`config.mk`:
```
export PLATFORM = sky130hd
export DESIGN_NAME = tga_rle_average_colour_core
export DESIGN_NICKNAME = d
export VERILOG_FILES = /design/src/rtl/tga_pkg.sv /design/src/rtl/tga_divider.sv /design/src/rtl/tga_datapath.sv /design/src/rtl/tga_ctrl.sv /design/src/rtl/tga_rle_average_colour_core.sv
export SDC_FILE = /design/constraint.sdc
export NUM_CORES = 2
export LEC_CHECK = 0
export BUFFER_PORTS_ARGS = -buffer_cell sky130_fd_sc_hd__buf_2
export CELL_PAD_IN_SITES_DETAIL_PLACEMENT = 1
export CELL_PAD_IN_SITES_GLOBAL_PLACEMENT = 2
export CORE_AREA = 8 8 248 489
export DETAILED_ROUTE_END_ITERATION = 12
export DIE_AREA = 0 0 256 497
export GPL_TIMING_DRIVEN = 0
export PLACE_DENSITY_LB_ADDON = 0.1
export SETUP_SLACK_MARGIN = 0.5
export SYNTH_ARGS = -nofsm -noshare
export SYNTH_HDL_FRONTEND = slang
export SYNTH_HIERARCHICAL = 1
export SYNTH_SLANG_ARGS = --single-unit
```
`constraint.sdc`:
```
create_clock -name aclk -period 16.3 [get_ports aclk]
set_clock_uncertainty 0.05 [all_clocks]
set_input_delay 0.815 -clock aclk [delete_from_list [all_inputs] [get_ports aclk]]
set_output_delay 0.815 -clock aclk [all_outputs]
set_load 0.05 [all_outputs]
```
`src/rtl/tga_pkg.sv`:
```
package tga_pkg;

    localparam int SUM_W = 40;
    localparam int CNT_W = 32;

    localparam logic [2:0] ST_OK        = 3'd0;
    localparam logic [2:0] ST_NOT_TRUE  = 3'd1;
    localparam logic [2:0] ST_BAD_TYPE  = 3'd2;
    localparam logic [2:0] ST_TRUNC     = 3'd3;
    localparam logic [2:0] ST_EMPTY     = 3'd4;

    typedef enum logic [2:0] {
        PH_HEADER,
        PH_IDSKIP,
        PH_RAW,
        PH_PKTHDR,
        PH_PKTDAT,
        PH_DONE
    } phase_t;

    typedef enum logic [1:0] {
        C_IDLE,
        C_DIV,
        C_OUT
    } ctl_state_t;

    // controller -> datapath
    typedef struct packed {
        logic       take_byte;
        logic       start_div;
        logic       load_out;
    } dp_cmd_t;

    // datapath -> controller
    typedef struct packed {
        logic       emit;
        logic       div_needed;
        logic       div_done;
    } dp_stat_t;

endpackage

```
`src/rtl/tga_divider.sv`:
```
module tga_divider
    import tga_pkg::*;
(
    input  logic             aclk,
    input  logic             aresetn,
    input  logic             start,
    input  logic [SUM_W-1:0] num_r,
    input  logic [SUM_W-1:0] num_g,
    input  logic [SUM_W-1:0] num_b,
    input  logic [CNT_W-1:0] den,
    output logic             done,
    output logic [7:0]       q_r,
    output logic [7:0]       q_g,
    output logic [7:0]       q_b
);
    // restoring division, one quotient bit per cycle per channel
    localparam int STEP_W = $clog2(SUM_W + 1);

    logic [SUM_W-1:0] nr_reg, ng_reg, nb_reg;
    logic [SUM_W-1:0] qr_reg, qg_reg, qb_reg;
    logic [CNT_W:0]   rr_reg, rg_reg, rb_reg;
    logic [CNT_W-1:0] den_reg;
    logic [STEP_W-1:0] cnt_reg;
    logic             busy_reg;
    logic             done_reg;

    logic [CNT_W:0] tr, tg, tb;
    logic [CNT_W:0] dx;

    assign dx = {1'b0, den_reg};
    assign tr = {rr_reg[CNT_W-1:0], nr_reg[SUM_W-1]};
    assign tg = {rg_reg[CNT_W-1:0], ng_reg[SUM_W-1]};
    assign tb = {rb_reg[CNT_W-1:0], nb_reg[SUM_W-1]};

    always_ff @(posedge aclk) begin
        if (!aresetn) begin
            busy_reg <= 1'b0;
            done_reg <= 1'b0;
            cnt_reg  <= '0;
        end else begin
            done_reg <= 1'b0;
            if (start) begin
                busy_reg <= 1'b1;
                cnt_reg  <= STEP_W'(SUM_W);
                nr_reg <= num_r; ng_reg <= num_g; nb_reg <= num_b;
                rr_reg <= '0; rg_reg <= '0; rb_reg <= '0;
                den_reg <= den;
            end else if (busy_reg) begin
                nr_reg <= nr_reg << 1;
                ng_reg <= ng_reg << 1;
                nb_reg <= nb_reg << 1;
                rr_reg <= (tr >= dx) ? tr - dx : tr;
                rg_reg <= (tg >= dx) ? tg - dx : tg;
                rb_reg <= (tb >= dx) ? tb - dx : tb;
                qr_reg <= {qr_reg[SUM_W-2:0], tr >= dx};
                qg_reg <= {qg_reg[SUM_W-2:0], tg >= dx};
                qb_reg <= {qb_reg[SUM_W-2:0], tb >= dx};
                cnt_reg <= cnt_reg - 1'b1;
                if (cnt_reg == STEP_W'(1)) begin
                    busy_reg <= 1'b0;
                    done_reg <= 1'b1;
                end
            end
        end
    end

    assign done = done_reg;
    assign q_r  = qr_reg[7:0];
    assign q_g  = qg_reg[7:0];
    assign q_b  = qb_reg[7:0];
endmodule

```
`src/rtl/tga_datapath.sv`:
```
module tga_datapath
    import tga_pkg::*;
(
    input  logic        aclk,
    input  logic        aresetn,
    input  logic        colour_enable,
    input  logic [7:0]  data_byte,
    input  logic        first_byte,
    input  logic        last_byte,
    input  dp_cmd_t     cmd,
    output dp_stat_t    stat,
    output logic [2:0]  status,
    output logic [15:0] image_width,
    output logic [15:0] image_height,
    output logic [7:0]  avg_red,
    output logic [7:0]  avg_green,
    output logic [7:0]  avg_blue
);
    phase_t           phase_reg, phase_next;
    logic [4:0]       hidx_reg, hidx_next;
    logic [7:0]       idl_reg, idl_next;
    logic             map_reg, map_next;
    logic [7:0]       kind_reg, kind_next;
    logic [7:0]       depth_reg, depth_next;
    logic [15:0]      w_reg, w_next, h_reg, h_next;
    logic [CNT_W-1:0] left_reg, left_next;
    logic [6:0]       raw_reg, raw_next;
    logic [7:0]       rep_reg, rep_next;
    logic             run_reg, run_next;
    logic [1:0]       slot_reg, slot_next;
    logic [15:0]      part_reg, part_next;
    logic [SUM_W-1:0] sr_reg, sr_next, sg_reg, sg_next, sb_reg, sb_next;

    // pixel add is registered: a pixel's colour and count, then one multiply each
    logic             pend_reg;
    logic [7:0]       pr_reg, pg_reg, pb_reg;
    logic [7:0]       pcnt_reg;
    logic             padd;
    logic [7:0]       pcnt;

    logic             emit_c, avg_c;
    logic [2:0]       st_c;
    logic [2:0]       st_reg;
    logic             avg_reg;
    logic [CNT_W-1:0] npix_reg;

    logic [7:0]       sub;
    logic [CNT_W-1:0] wh;
    logic [8:0]       runcnt;
    logic [CNT_W-1:0] cnt_c;
    logic [7:0]       qr, qg, qb;
    logic             ddone;

    logic [15:0] w0, h0;
    logic [CNT_W-1:0] left0;
    phase_t ph0;
    logic [4:0] hidx0;

    assign wh = CNT_W'(w_next) * CNT_W'(h_next);

    always_comb begin
        ph0 = first_byte ? PH_HEADER : phase_reg;
        hidx0 = first_byte ? 5'd0 : hidx_reg;
        w0 = first_byte ? 16'd0 : w_reg;
        h0 = first_byte ? 16'd0 : h_reg;
        left0 = first_byte ? '0 : left_reg;
        phase_next = ph0;
        hidx_next = hidx0;
        idl_next = first_byte ? 8'd0 : idl_reg;
        map_next = first_byte ? 1'b0 : map_reg;
        kind_next = first_byte ? 8'd0 : kind_reg;
        depth_next = first_byte ? 8'd0 : depth_reg;
        w_next = w0;
        h_next = h0;
        left_next = left0;
        raw_next = first_byte ? 7'd0 : raw_reg;
        rep_next = first_byte ? 8'd0 : rep_reg;
        run_next = first_byte ? 1'b0 : run_reg;
        slot_next = first_byte ? 2'd0 : slot_reg;
        part_next = first_byte ? 16'd0 : part_reg;
        emit_c = 1'b0;
        avg_c = 1'b0;
        st_c = ST_OK;
        padd = 1'b0;
        pcnt = 8'd1;
        sub = 8'd0;
        runcnt = 9'd0;
        cnt_c = '0;
        case (ph0)
            PH_HEADER: begin
                case (hidx0)
                    5'd0:  idl_next = data_byte;
                    5'd1:  map_next = data_byte != 8'd0;
                    5'd2:  kind_next = data_byte;
                    5'd12: w_next = {w0[15:8], data_byte};
                    5'd13: w_next = {data_byte, w0[7:0]};
                    5'd14: h_next = {h0[15:8], data_byte};
                    5'd15: h_next = {data_byte, h0[7:0]};
                    5'd16: depth_next = data_byte;
                    default: ;
                endcase
                sub = (kind_next > 8'd8) ? kind_next - 8'd8 : kind_next;
                if (hidx0 == 5'd15 && !colour_enable) begin
                    emit_c = 1'b1;
                end else if (hidx0 >= 5'd17) begin
                    if (map_next || depth_next != 8'd24 || sub == 8'd1) begin
                        emit_c = 1'b1; st_c = ST_NOT_TRUE;
                    end else if (sub != 8'd2) begin
                        emit_c = 1'b1; st_c = ST_BAD_TYPE;
                    end else begin
                        left_next = wh;
                        if (idl_next != 8'd0) phase_next = PH_IDSKIP;
                        else if (wh == '0) begin
                            emit_c = 1'b1; st_c = ST_EMPTY;
                        end else begin
                            phase_next = (kind_next > 8'd8) ? PH_PKTHDR : PH_RAW;
                            slot_next = 2'd0;
                        end
                    end
                end else begin
                    hidx_next = hidx0 + 5'd1;
                end
            end
            PH_IDSKIP: begin
                idl_next = idl_reg - 8'd1;
                if (idl_next == 8'd0) begin
                    if (left0 == '0) begin
                        emit_c = 1'b1; st_c = ST_EMPTY;
                    end else begin
                        phase_next = (kind_reg > 8'd8) ? PH_PKTHDR : PH_RAW;
                        slot_next = 2'd0;
                    end
                end
            end
            PH_RAW, PH_PKTDAT: begin
                if (slot_reg == 2'd0) begin
                    part_next = {part_reg[15:8], data_byte}; slot_next = 2'd1;
                end else if (slot_reg == 2'd1) begin
                    part_next = {data_byte, part_reg[7:0]}; slot_next = 2'd2;
                end else begin
                    slot_next = 2'd0;
                    padd = 1'b1;
                    cnt_c = CNT_W'(1);
                    if (ph0 == PH_PKTDAT) begin
                        if (run_reg) begin
                            runcnt = {1'b0, rep_reg} + 9'd1;
                            cnt_c = (CNT_W'(runcnt) > left0) ? left0 : CNT_W'(runcnt);
                            rep_next = 8'd0;
                            phase_next = PH_PKTHDR;
                        end else if (raw_reg == 7'd0) begin
                            phase_next = PH_PKTHDR;
                        end else begin
                            raw_next = raw_reg - 7'd1;
                        end
                    end
                    pcnt = cnt_c[7:0];
                    left_next = left0 - cnt_c;
                    if (left_next == '0) begin
                        emit_c = 1'b1; avg_c = 1'b1;
                    end
                end
            end
            PH_PKTHDR: begin
                run_next = data_byte[7];
                rep_next = data_byte[7] ? {1'b0, data_byte[6:0]} : 8'd0;
                raw_next = data_byte[7] ? 7'd0 : data_byte[6:0];
                slot_next = 2'd0;
                phase_next = PH_PKTDAT;
            end
            default: ;
        endcase
        if (emit_c) phase_next = PH_DONE;
        else if (last_byte && phase_next != PH_DONE) begin
            emit_c = 1'b1; st_c = ST_TRUNC; phase_next = PH_DONE;
        end
    end

    always_ff @(posedge aclk) begin
        if (!aresetn) begin
            phase_reg <= PH_HEADER;
            hidx_reg <= '0; idl_reg <= '0; map_reg <= 1'b0; kind_reg <= '0;
            depth_reg <= '0; w_reg <= '0; h_reg <= '0; left_reg <= '0;
            raw_reg <= '0; rep_reg <= '0; run_reg <= 1'b0; slot_reg <= '0;
            part_reg <= '0; pend_reg <= 1'b0;
            sr_reg <= '0; sg_reg <= '0; sb_reg <= '0;
        end else begin
            pend_reg <= 1'b0;
            if (cmd.take_byte && first_byte) begin
                sr_reg <= '0; sg_reg <= '0; sb_reg <= '0;
            end else if (pend_reg) begin
                sr_reg <= sr_next; sg_reg <= sg_next; sb_reg <= sb_next;
            end
            if (cmd.take_byte) begin
                phase_reg <= phase_next; hidx_reg <= hidx_next; idl_reg <= idl_next;
                map_reg <= map_next; kind_reg <= kind_next; depth_reg <= depth_next;
                w_reg <= w_next; h_reg <= h_next; left_reg <= left_next;
                raw_reg <= raw_next; rep_reg <= rep_next; run_reg <= run_next;
                slot_reg <= slot_next; part_reg <= part_next;
                pend_reg <= padd;
                pr_reg <= data_byte; pg_reg <= part_next[15:8]; pb_reg <= part_next[7:0];
                pcnt_reg <= pcnt;
                st_reg <= st_c;
                avg_reg <= avg_c;
                npix_reg <= CNT_W'(w_next) * CNT_W'(h_next);
            end
        end
    end

    // sums wrap at 40 bits; a first byte drops the previous file's pending add
    always_comb begin
        sr_next = sr_reg + SUM_W'(16'(pr_reg) * 16'(pcnt_reg));
        sg_next = sg_reg + SUM_W'(16'(pg_reg) * 16'(pcnt_reg));
        sb_next = sb_reg + SUM_W'(16'(pb_reg) * 16'(pcnt_reg));
    end

    tga_divider u_div (
        .aclk(aclk), .aresetn(aresetn), .start(cmd.start_div),
        .num_r(sr_reg), .num_g(sg_reg), .num_b(sb_reg), .den(npix_reg),
        .done(ddone), .q_r(qr), .q_g(qg), .q_b(qb)
    );

    always_ff @(posedge aclk) begin
        if (cmd.load_out) begin
            status <= st_reg;
            image_width <= w_reg;
            image_height <= h_reg;
            avg_red <= avg_reg ? qr : 8'd0;
            avg_green <= avg_reg ? qg : 8'd0;
            avg_blue <= avg_reg ? qb : 8'd0;
        end
    end

    assign stat.emit = emit_c;
    assign stat.div_needed = avg_c;
    assign stat.div_done = ddone;
endmodule

```
`src/rtl/tga_ctrl.sv`:
```
module tga_ctrl
    import tga_pkg::*;
(
    input  logic     aclk,
    input  logic     aresetn,
    input  logic     s_valid,
    output logic     s_ready,
    output logic     m_valid,
    input  logic     m_ready,
    input  dp_stat_t stat,
    output dp_cmd_t  cmd
);
    ctl_state_t state_reg, state_next;
    logic       acc;
    logic       arm_reg;    // first cycle in C_DIV: the last pixel add lands here
    logic       wait_reg;   // start_div waits for arm_reg so the last pixel add lands before dividing
    logic       mv_reg, mv_next;

    assign acc = s_valid && s_ready;

    always_comb begin
        state_next = state_reg;
        mv_next = mv_reg;
        if (mv_reg && m_ready) mv_next = 1'b0;
        case (state_reg)
            C_IDLE: if (acc && stat.emit) state_next = stat.div_needed ? C_DIV : C_OUT;
            C_DIV:  if (stat.div_done) state_next = C_OUT;
            C_OUT:  if (!mv_reg || m_ready) begin
                state_next = C_IDLE; mv_next = 1'b1;
            end
            default: state_next = C_IDLE;
        endcase
    end

    always_comb begin
        cmd.take_byte = acc;
        cmd.start_div = (state_reg == C_DIV) && wait_reg;
        cmd.load_out = (state_reg == C_OUT) && (!mv_reg || m_ready);
        s_ready = (state_reg == C_IDLE);
        m_valid = mv_reg;
    end

    always_ff @(posedge aclk) begin
        if (!aresetn) begin
            state_reg <= C_IDLE;
            mv_reg <= 1'b0;
            arm_reg <= 1'b0;
            wait_reg <= 1'b0;
        end else begin
            state_reg <= state_next;
            mv_reg <= mv_next;
            arm_reg <= (state_next == C_DIV) && (state_reg == C_IDLE);
            wait_reg <= arm_reg;
        end
    end
endmodule

```
`src/rtl/tga_rle_average_colour_core.sv`:
```
// TGA average-colour core.
// Input channel (s_*): one file byte a beat, with first/last markers; a
// first-marked byte restarts header parsing for a new file.
// Result channel (m_*): at most one beat per file carrying status, size and
// the mean red, green and blue.
// Throughput: one byte a cycle while pixels stream. A final result stops
// input until it is in the output register (size only or error), and
// longer when the averages are computed: the last pixel add lands, then
// the restoring divider starts (one quotient bit a cycle over the 40-bit
// sums, three channels side by side), runs to done, and the output
// register loads. m_valid rises as the output register is loaded.
// colour_enable is sampled at header byte 15; write it only while idle.
// Reset (aresetn low, synchronous) returns to header parsing, colour on.
// A stalled receiver holds the result in the output register; input keeps
// flowing until a second result is ready, which then waits for the first.
module tga_rle_average_colour_core
    import tga_pkg::*;
(
    input  logic        aclk,
    input  logic        aresetn,
    input  logic        cfg_we,
    input  logic        cfg_wdata,
    input  logic        s_valid,
    output logic        s_ready,
    input  logic [7:0]  s_data_byte,
    input  logic        s_first_byte,
    input  logic        s_last_byte,
    output logic        m_valid,
    input  logic        m_ready,
    output logic [2:0]  m_status,
    output logic [15:0] m_image_width,
    output logic [15:0] m_image_height,
    output logic [7:0]  m_avg_red,
    output logic [7:0]  m_avg_green,
    output logic [7:0]  m_avg_blue
);
    logic     colour_en_reg;
    dp_cmd_t  cmd;
    dp_stat_t stat;

    always_ff @(posedge aclk) begin
        if (!aresetn) colour_en_reg <= 1'b1;
        else if (cfg_we) colour_en_reg <= cfg_wdata;
    end

    tga_ctrl u_ctrl (
        .aclk(aclk), .aresetn(aresetn), .s_valid(s_valid), .s_ready(s_ready),
        .m_valid(m_valid), .m_ready(m_ready), .stat(stat), .cmd(cmd)
    );

    tga_datapath u_dp (
        .aclk(aclk), .aresetn(aresetn), .colour_enable(colour_en_reg),
        .data_byte(s_data_byte), .first_byte(s_first_byte), .last_byte(s_last_byte),
        .cmd(cmd), .stat(stat), .status(m_status), .image_width(m_image_width),
        .image_height(m_image_height), .avg_red(m_avg_red), .avg_green(m_avg_green),
        .avg_blue(m_avg_blue)
    );
endmodule

```
==> flow_summary_export.csv <==
group,metric,value,unit
status,status,"finished, violations left",
status,violations,"max-capacitance violations, max-slew violations",
yosys,async_reset_ff_frac,0,
clock_network,cts_tree,"built",
detailed_routing,drc_errors,0,
detailed_routing,final_antenna_net_count,0,
floorplanning,coreArea,115000,µm²
pwr,peakVddDrop,0.0863,mV
clock_network,clock_latency,680,ps
yosys,avgSynthCellArea,9.56,µm²
clock_network,cts_buffer_depth,3,
clock_network,clk_pin_slew,80,ps
clock_network,cts_setup_buffers,0,
clock_network,cts_root_buffer,"clkbuf_16",
floorplanning,start_util,0.457,
floorplanning,rows,176,
yosys,synth_area,52500,µm²
sta,finalCriticalPeriod,13660,ps
pwr,internal-power,3.06,mW
min_path,hold_path_end,"colour_en_reg$_SDFFE_PN1P_",
placed_design,dp.cells,7107,
sta,drv_slew,6,
worst_setup_path,crit_path_frequent_cell,"clkbuf_1",
layout,layout_common_cells,"nand2_1 (591), inv_1 (517), nor2_1 (478), edfxtp_1 (399), ha_1 (371)",
worst_setup_path,crit_path_max_fanout,10,
clock_network,cts.sink_count,665,
layout,nNetsFinal,6401,
global_route,antenna_found_initial,9,
min_path,hold_class,"in2reg",
global_route,grt_max_degree,70,
global_route,grt_util_all_layers,0.299,
pwr,power.density,75.8,nW/µm²
pwr,power.net_switching,1.30,mW
worst_setup_path,cp.arrival,13850,ps
layout,stdcell_area,57500,µm²
layout,syn_to_final_growth,9.70,%
yosys,ys_seq_area_frac,0.330,
floorplanning,die_area,127000,µm²
detailed_routing,dr.pass1.iters,6,
clock_network,cts_repair_resize_count,0,
worst_setup_path,r2r_cells,30,
worst_setup_path,path_class,"in2reg",
layout,drive_above_1_share,0.0818,
sta,worst_slack,2640,ps
sta,finalHoldViolCount,0,
worst_setup_path,rrSetupSlack,3830,ps
yosys,ys_types,117,
yosys,ys_ff_latch,665,
yosys,synth_edf_count,399,
detailed_routing,drt_iter0_drc,1919,
layout,final_common_cell,"nand2_1",
clock_network,cts_buffers,69,
worst_setup_path,worstPathRequired,16490,ps
clock_network,htreeDepth,3,
yosys,yosys_warnings,6,
global_route,grt_pass1_wl,290000,µm
sta,fmax,73.2,MHz
worst_setup_path,crit_path_end_kind,"register",
sta,period_share,0.838,
yosys,syn_inst,5486,
detailed_routing,routed_wl,192000,µm
sta,max-slew-margin-rel,-0.0116,
sta,tns,0,ps
pwr,seqPwrFrac,0.420,
detailed_routing,detail_route.wl_per_cell,26.6,µm
floorplanning,chipWidth,256,µm
layout,layout.cells.non_filler,7245,
placed_design,place_area,55100,µm²
clock_network,hold_buffers,0,
pwr,swShare,0.299,
global_route,grt_pass1_vias,47200,
pwr,p_comb_frac,0.181,
worst_setup_path,r2r-start,"u_dp/phase_reg[1]$_SDFFE_PN0P_",
worst_setup_path,worst_path_max_delay_cell,"o22ai_1",
run,cap_viol_max_count,1,
worst_setup_path,cp-start-kind,"input port",
detailed_routing,vias,42500,
placed_design,hpwlAfterDp,155000,µm
global_route,grt_overflow,0,
min_path,hold_depth,3,
worst_setup_path,r2r_end,"u_dp/st_reg[0]$_DFFE_PP_",
placed_design,port_buffers,76,
placed_design,gpl.final_weighted_congestion,0.974,
sta,rsz0062_at_grt,"false",
detailed_routing,viasPerCell,5.86,
pwr,pwr-share-clk,0.398,
floorplanning,die_y,497,µm
sta,setup_violations,0,
placed_design,place_worst_setup_slack,2210,ps
yosys,synth_ff_type,"edfxtp_1",
pwr,leakagePower,24.8,nW
worst_setup_path,crit_path_max_incr_delay,1220,ps
min_path,min-delay-start,"cfg_wdata",
floorplanning,boundaryPins,77,
sta,tightestPinTransition,1520,ps
-- cell families (layout without fill, tap and decap cells) --
kind of cell,after synthesis,in the layout,share of synthesized area
multiplexers,259,259,0.0529
flip-flops,665,665,0.330
adder cells (fa/ha/maj),720,720,0.222
other,1,33,0.0000715
XOR/XNOR,212,212,0.0354
AO/OA/AOI/OAI,1041,1041,0.138
AND/OR/NAND/NOR,1820,1820,0.166
buffers and inverters,768,982,0.0569
-- critical path, delay by kind of cell --
kind / cells / cell delay (ps)
AO/OA/AOI/OAI: 7 / 4040
adder cells (fa/ha/maj): 8 / 3680
buffers and inverters: 10 / 3470
AND/OR/NAND/NOR: 10 / 1790
-- per-layer routing --
| metal | track usage | wire length (µm) |
|---|---|---|
| met5 | 0 | 0 |
| met4 | 0.237 | 17900 |
| met3 | 0.0343 | 5580 |
| met1 | 0.276 | 63100 |
| met2 | 0.584 | 106000 |
-- through the flow --
step / hold WS, ps / power, mW / utilization
6_report: 322 / 4.36 / 0.502
2_1_floorplan: 350 / 2.39 / -
3_5_place_dp: 356 / 2.65 / 0.480
4_1_cts: 272 / 4.40 / 0.501
3_3_place_gp: 351 / 2.63 / 0.478
5_1_grt: 320 / 4.53 / 0.502
-- worst max-delay path by stage --
stage / end / from / slack (ps) / cells past startpoint
2_1_floorplan: u_ctrl/state_reg[0]$_SDFF_PN0_ / s_first_byte / 6640 / 37
3_3_place_gp: u_dp/st_reg[2]$_DFFE_PP_ / s_first_byte / 1280 / 33
3_5_place_dp: u_dp/st_reg[0]$_DFFE_PP_ / s_first_byte / 2210 / 35
4_1_cts: u_dp/st_reg[0]$_DFFE_PP_ / s_first_byte / 2950 / 35
5_1_grt: u_dp/st_reg[0]$_DFFE_PP_ / s_first_byte / 2290 / 35
6_report: u_dp/st_reg[0]$_DFFE_PP_ / s_first_byte / 2640 / 35
-- power by group through the flow --
stage	combinational (mW)	clock, mW	sequential (mW)
after global placement	0.758	0	1.87
after global routing	0.873	1.82	1.83
after CTS	0.787	1.78	1.83
after floorplan	0.523	0	1.87
after detailed placement	0.780	0	1.87
final	0.791	1.74	1.83
-- cells in the mapped netlist (all sizes together), types with 28 or more instances --
master,count,area (µm²)
a31oi,28,181
clkbuf,212,796
dfxtp,266,5330
a21o,85,639
o21ai,192,968
xnor2,123,1080
mux2i,124,1250
edfxtp,399,12000
mux2,135,1520
and2,156,980
ha,371,4640
buf,34,215
o211ai,51,388
nor2,480,1800
nand4,48,300
a22oi,35,263
inv,520,1950
a211oi,43,360
o21a,57,428
fa,348,6970
a21oi,248,1250
or3,39,249
o211a,50,500
nor2b,84,533
nand2b,30,188
nor4,28,175
nand2,593,2240
nor3,83,437
xor2,89,780
nand3,103,515
and3,74,473
-- final cells by class --
type,count,area [µm²]
sequential,665,17300
fill,13200,57200
timing repair buffer,88,612
clock buffer,84,1860
multi-input combinational,4074,32300
inverter,520,1960
antenna,11,27.5
tap,1513,1890
clock inverter,42,537
buffer,248,1030
(Power assumes the default switching activity.)
